File: config.mk
export PLATFORM = sky130hd
export DESIGN_NAME = sst_cmp
export DESIGN_NICKNAME = d
export VERILOG_FILES = /design/src/hdl/sst_pkg.sv /design/src/hdl/sst_cmp.sv
export SDC_FILE = /design/constraint.sdc
export NUM_CORES = 1
export LEC_CHECK = 0
export BUFFER_PORTS_ARGS = -buffer_cell sky130_fd_sc_hd__buf_2
export CAP_MARGIN = 10
export CORE_ASPECT_RATIO = 0.9
export CORE_UTILIZATION = 44
export DETAILED_ROUTE_END_ITERATION = 7
export PLACE_DENSITY = 0.78
export SYNTH_ARGS = -nofsm -noshare
export SYNTH_HDL_FRONTEND = slang
export SYNTH_SLANG_ARGS = --single-unit
File: constraint.sdc
create_clock -name vclk -period 3.5
set_input_delay 0.175 -clock vclk [all_inputs]
set_output_delay 0.175 -clock vclk [all_outputs]
set_load 0.01 [all_outputs]
File: src/hdl/sst_pkg.sv
// Shared constants and types for the sorted sequence table search block.
package sst_pkg;

  // Fixed field widths of the stream and register interfaces.
  localparam int IDX_W    = 10;
  localparam int LEN_W    = 4;
  localparam int TPL_W    = 7;
  localparam int TPL_IX_W = 3;
  localparam int CFG_W    = 11;
  localparam int OUT_W    = 8;
  localparam int APB_AW   = 3;
  localparam int APB_DW   = 32;

  // Default sizes handed to the top level.
  localparam int DEF_TABLE_DEPTH = 1024;
  localparam int DEF_MAX_LEN     = 8;
  localparam int DEF_ITEM_BITS   = 16;

  // Register index of entry_count.
  localparam logic [APB_AW-3:0] REG_ENTRY_COUNT = '0;

  // Outcome of one probe compare: entry below query, or equal.
  typedef struct packed {
    logic lt;
    logic eq;
  } cmp_res_t;

endpackage

File: src/hdl/sst_cmp.sv
// Order compare between one table row and the query row.
module sst_cmp
  import sst_pkg::*;
#(
  parameter int MAX_LEN   = DEF_MAX_LEN,
  parameter int ITEM_BITS = DEF_ITEM_BITS
) (
  input  logic [LEN_W+TPL_W+MAX_LEN*ITEM_BITS-1:0] entry_row,
  input  logic [LEN_W+TPL_W+MAX_LEN*ITEM_BITS-1:0] query_row,
  output cmp_res_t                                 res
);

  localparam int CW = ITEM_BITS + 1;
  localparam int KW = LEN_W + ITEM_BITS + (MAX_LEN - 1) * CW;
  localparam int IT0 = LEN_W + TPL_W;

  logic [LEN_W-1:0] qlen;
  logic [TPL_W-1:0] etpl;
  logic [TPL_W-1:0] qtpl;
  logic [KW-1:0]    ekey;
  logic [KW-1:0]    qkey;

  assign qlen = query_row[LEN_W-1:0];
  assign etpl = entry_row[LEN_W +: TPL_W];
  assign qtpl = query_row[LEN_W +: TPL_W];

  // A longer sequence sorts lower, so the length enters the key inverted.
  // Later positions are masked by the query length; they only matter once
  // the lengths already match.
  assign ekey[KW-1 -: LEN_W] = ~entry_row[LEN_W-1:0];
  assign qkey[KW-1 -: LEN_W] = ~qlen;
  assign ekey[KW-LEN_W-1 -: ITEM_BITS] = entry_row[IT0 +: ITEM_BITS];
  assign qkey[KW-LEN_W-1 -: ITEM_BITS] = query_row[IT0 +: ITEM_BITS];

  for (genvar i = 1; i < MAX_LEN; i++) begin : g_pos
    logic             used;
    logic [LEN_W-1:0] pos;
    logic             ebit;
    logic             qbit;

    assign used = LEN_W'(i) < qlen;
    assign pos  = qlen - LEN_W'(i + 1);
    assign ebit = (pos < LEN_W'(TPL_W)) ? etpl[pos[TPL_IX_W-1:0]] : 1'b0;
    assign qbit = (pos < LEN_W'(TPL_W)) ? qtpl[pos[TPL_IX_W-1:0]] : 1'b0;

    assign ekey[(MAX_LEN-1-i)*CW +: CW] =
      used ? {ebit, entry_row[IT0+i*ITEM_BITS +: ITEM_BITS]} : '0;
    assign qkey[(MAX_LEN-1-i)*CW +: CW] =
      used ? {qbit, query_row[IT0+i*ITEM_BITS +: ITEM_BITS]} : '0;
  end

  assign res.lt = ekey < qkey;
  assign res.eq = ekey == qkey;

endmodule

# == Yosys cells after proc, flatten, opt, wreduce, memory -nomap -nowiden ==
# Index checks and enable logic that the tools add are counted.
# totals
reg_bits,0
input_bits,278
output_inout_bits,2
word_cells,88
# classes
n_addsub,7
order_cmp,22
n_eq_ne,1
mux,56
bitwise_logic,2
# ops
operator,count
two-way mux 17 bit,14
equality test 139 bit,1
< comparator 139 bit,1
binary-select mux 1 bit (select 3 bit),14
< comparator 3 x 4 -> 1 bit (second input constant),7
< comparator 4 x 3 -> 1 bit (second input constant),7
two-way mux 1 bit,28
< comparator 3 x 4 -> 1 bit (first input constant),4
subtractor 4 x 3 -> 4 bit (second input constant),4
< comparator 2 x 4 -> 1 bit (first input constant),2
inverter 4 bit,2
subtractor 4 x 2 -> 4 bit (second input constant),2
< comparator 1 x 4 -> 1 bit (first input constant),1
subtractor 4 bit (second input constant),1

# == Logic depth before layout (Yosys ltp) ==
# depth
ltp_word,6
ltp_mapped,16
mapped_depth_nobuf,15

# == Worst setup path before layout ==
# No wires, ideal clock.
# synth_path
kind,input -> output
start,in query_row[0]
end,out res[1] (netlist bit)
arrival_ps,3281
t_required_ps,3325
path_slack_ps,44
cell_stages,15
n_path_buf,2
cell_sequence,buf_2 inv_2 ha_1 buf_2 mux4_2 a22oi_1 nor2_1 ha_1 nand4_2 nor4_4 nand4_2 a41o_1 nor3b_1 a311oi_2 nor2_1
# synth_rtl
item,line,text
start: declaration,sst_cmp.sv:9,"input logic [LEN_W+TPL_W+MAX_LEN*ITEM_BITS-1:0] query_row,"
end: declaration,sst_cmp.sv:10,output cmp_res_t res

==> flow_metrics.env <==
export IMPL_synth_net_count=1187
export IMPL_power_density_nw_per_um2=132.4
export IMPL_synth_area_sq_um=5356
export IMPL_synth_top_cell_by_area="ha_1"
export IMPL_crit_type="input pin to output pin"
export IMPL_grt_pass1_vias=5798
export IMPL_crit_chain="clkbuf_4, inv_2, ha_4, mux4_2, a22oi_1, nor2_1, ha_1, nand4_2, nor4_4, nand4_2, a41o_1, nor3b_1, a311oi_2, nor2_2, buf_2"
export IMPL_io_buffers=280
export IMPL_drc=0
export IMPL_synth_avg_cell_area_sq_um=7.085
export IMPL_syn_to_final_growth_pct=37.40
export IMPL_dieArea_sq_um=12620
export IMPL_ios=280
export IMPL_finalCriticalPeriod_ns=3.385
export IMPL_design_area_sq_um=7360
export IMPL_clkbuf_count=0
export IMPL_die_h_microns=106.7
export IMPL_syn_inst=756
export IMPL_seq_cell_count=0
export IMPL_grt_use_total_pct=24.13
export IMPL_die_x_microns=118.3
export IMPL_grt_pass1_wl_microns=25600
export IMPL_antenna_left=0
export IMPL_rows=37
export IMPL_final_nets=1472
export IMPL_rsz0062_at_grt="true"
export IMPL_routabilityCongestion=0.8655
export IMPL_drt_initial_drc_count=212
export IMPL_worstPathRequired_ns=3.32
export IMPL_routedWlPerCell_microns=13.15
export IMPL_final_setup_worst_slack_ns=0.1148
export IMPL_fin_util_pct=63.08
export IMPL_ys_seq_area_share_pct=0
export IMPL_synth_area_leaders="ha_1 (36%), and2_1 (11%), nand2_1 (11%), a21oi_1 (5.8%), mux4_2 (3.4%)"
export IMPL_route_vias_total=6233
export IMPL_synth_top_area_share_pct=35.74
export IMPL_maxCapViolCount=0
export IMPL_max_stage_delay_ns=0.50
export IMPL_finalHoldViolations=0
export IMPL_max_clock_freq_mhz=295.4
export IMPL_post_dp_cell_area_sq_um=7109
export IMPL_fin_tns_setup_ns=0
export IMPL_min_to="res[0]"
export IMPL_leakage_nw=4.012
export IMPL_arrival_ns=3.21
export IMPL_hold_depth=6
export IMPL_antenna_found_initial=0
export IMPL_via_per_inst=5.212
export IMPL_dr_pass1_iters=4
export IMPL_slowest_stage="mux4_2"
export IMPL_start_kind="input pin"
export IMPL_vdd_drop_max_mv=0.05941
export IMPL_crit_top_cell="nand4_2"
export IMPL_drive_above_1_share_pct=34.65
export IMPL_startpoint="query_row[0]"
export IMPL_dp_hpwl_microns=13750
export IMPL_place_ws_ns=-0.009579
export IMPL_postCtsHoldBufs=0
export IMPL_synthDistinctLibCells=49
export IMPL_yosys_warnings=0
export IMPL_core_area_sq_um=11670
export IMPL_finalSetupViolCount=0
export IMPL_worstMarginPinSlew_ns=0.4584
export IMPL_hold_start="entry_row[123]"
export IMPL_post_route_period_util_pct=96.72
export IMPL_relSlewSlack_pct=69.12
export IMPL_hold_class="input pin to output pin"
export IMPL_overflow=0
export IMPL_seq_area_sq_um=0
export IMPL_worstPathMaxFanout=7
export IMPL_slew_violations=0
export IMPL_critPathCaptureType="output pin"
export IMPL_initial_core_util_pct=45.91
export IMPL_fillers=1099
export IMPL_grt_max_degree=35
export IMPL_drt_wl_total_microns=15720
export IMPL_status="finished clean"
## cells in the mapped netlist (2+ instances only)
library cell,n
a211o_1,3
a211oi_1,6
a21o_1,14
a21oi_1,62
a221oi_1,7
a22oi_1,2
a31oi_1,3
and2_1,96
buf_2,4
clkbuf_1,23
ha_1,153
inv_1,30
inv_2,3
mux2i_1,8
mux4_2,8
nand2_1,154
nand2b_1,20
nand3_1,13
nand4_1,26
nand4_2,5
nor2_1,27
nor2b_1,17
nor3_1,7
nor4_2,2
nor4_4,4
o211ai_1,2
o21ai_0,21
o21ai_1,6
o22a_1,4
o22ai_1,2
xnor2_1,4
xor2_1,3
## critical path, delay by kind of cell
kind            cells  cell delay, ns
compound gates      3            0.72
fa+ha+maj           2            0.62
buf+inv             3            0.36
mux                 1            0.50
simple gates        6            0.84
## kinds of logic (layout without fill, tap and decap cells)
| family | after synthesis | after routing | share of synthesized area, % |
|---|---|---|---|
| buffers and inverters | 61 | 344 | 4.368 |
| adders and majority gates | 153 | 153 | 35.74 |
| muxes | 16 | 16 | 4.859 |
| xor gates and xnor gates | 7 | 7 | 1.145 |
| AOI/OAI and AO/OA | 140 | 140 | 16.02 |
| and+or+nand+nor | 379 | 379 | 37.87 |
| other | 0 | 1 | 0 |
## through the flow
stage               power, mW  instances  hold slack, ns
finish                 0.9742       1196          0.9497
global route            1.111       1195          0.9932
CTS                    0.9316       1187          0.9573
detailed placement     0.9247       1187          0.9615
global placement       0.9132       1187          0.9543
floorplan              0.5905        756          0.7186
## timing repair
action | CTS | global route
cloned | 0 | 2
resized for setup | 1 | 31
endpoints found under the setup margin | 1 | 2
pin swaps | 0 | 16
setup buffers | 0 | 6
## cells in the final DEF, fill, tap and decap left out, types with 14 or more instances in the layout
cell type / count
ha_1: 149
and2_1: 96
buf_4: 20
nand2b_1: 20
a21o_1: 14
nor2_1: 26
o21ai_0: 20
nor2b_1: 17
nand2_1: 154
inv_1: 29
buf_2: 278
nand4_1: 26
a21oi_1: 56
## how the worst max path moves through the flow
stage	endpoint	slack [ns]
6_report	res[1]	0.11
3_3_place_gp	res[1]	0.05
2_1_floorplan	res[1]	0.04
3_5_place_dp	res[1]	-0.01
5_1_grt	res[1]	-0.04
4_1_cts	res[1]	0.01
## routing by layer
metal  part of all wire (%)  wire length [microns]  GRT usage [%]
met4                    2.4                    379          5.403
met5                      0                      0              0
met3                    6.6                   1034          2.713
met1                     43                   6707          29.23
met2                     48                   7602          45.42
## report_power, final
group          switching [mW]  internal, mW  leakage, nW
Clock                       0  0.0000000382   0.00000634
Combinational           0.491         0.483         4.01
Sequential                  0             0            0
## layout make-up
| class | count | area [sq um] | area share [%] |
|---|---|---|---|
| tap | 156 | 195.2 | 2.652 |
| inverter | 33 | 123.9 | 1.683 |
| multi-input combinational | 695 | 5278 | 71.71 |
| antenna | 1 | 2.502 | 0.03400 |
| timing repair buffer | 311 | 1760 | 23.92 |
No activity file was read; power rests on OpenSTA's default activity.
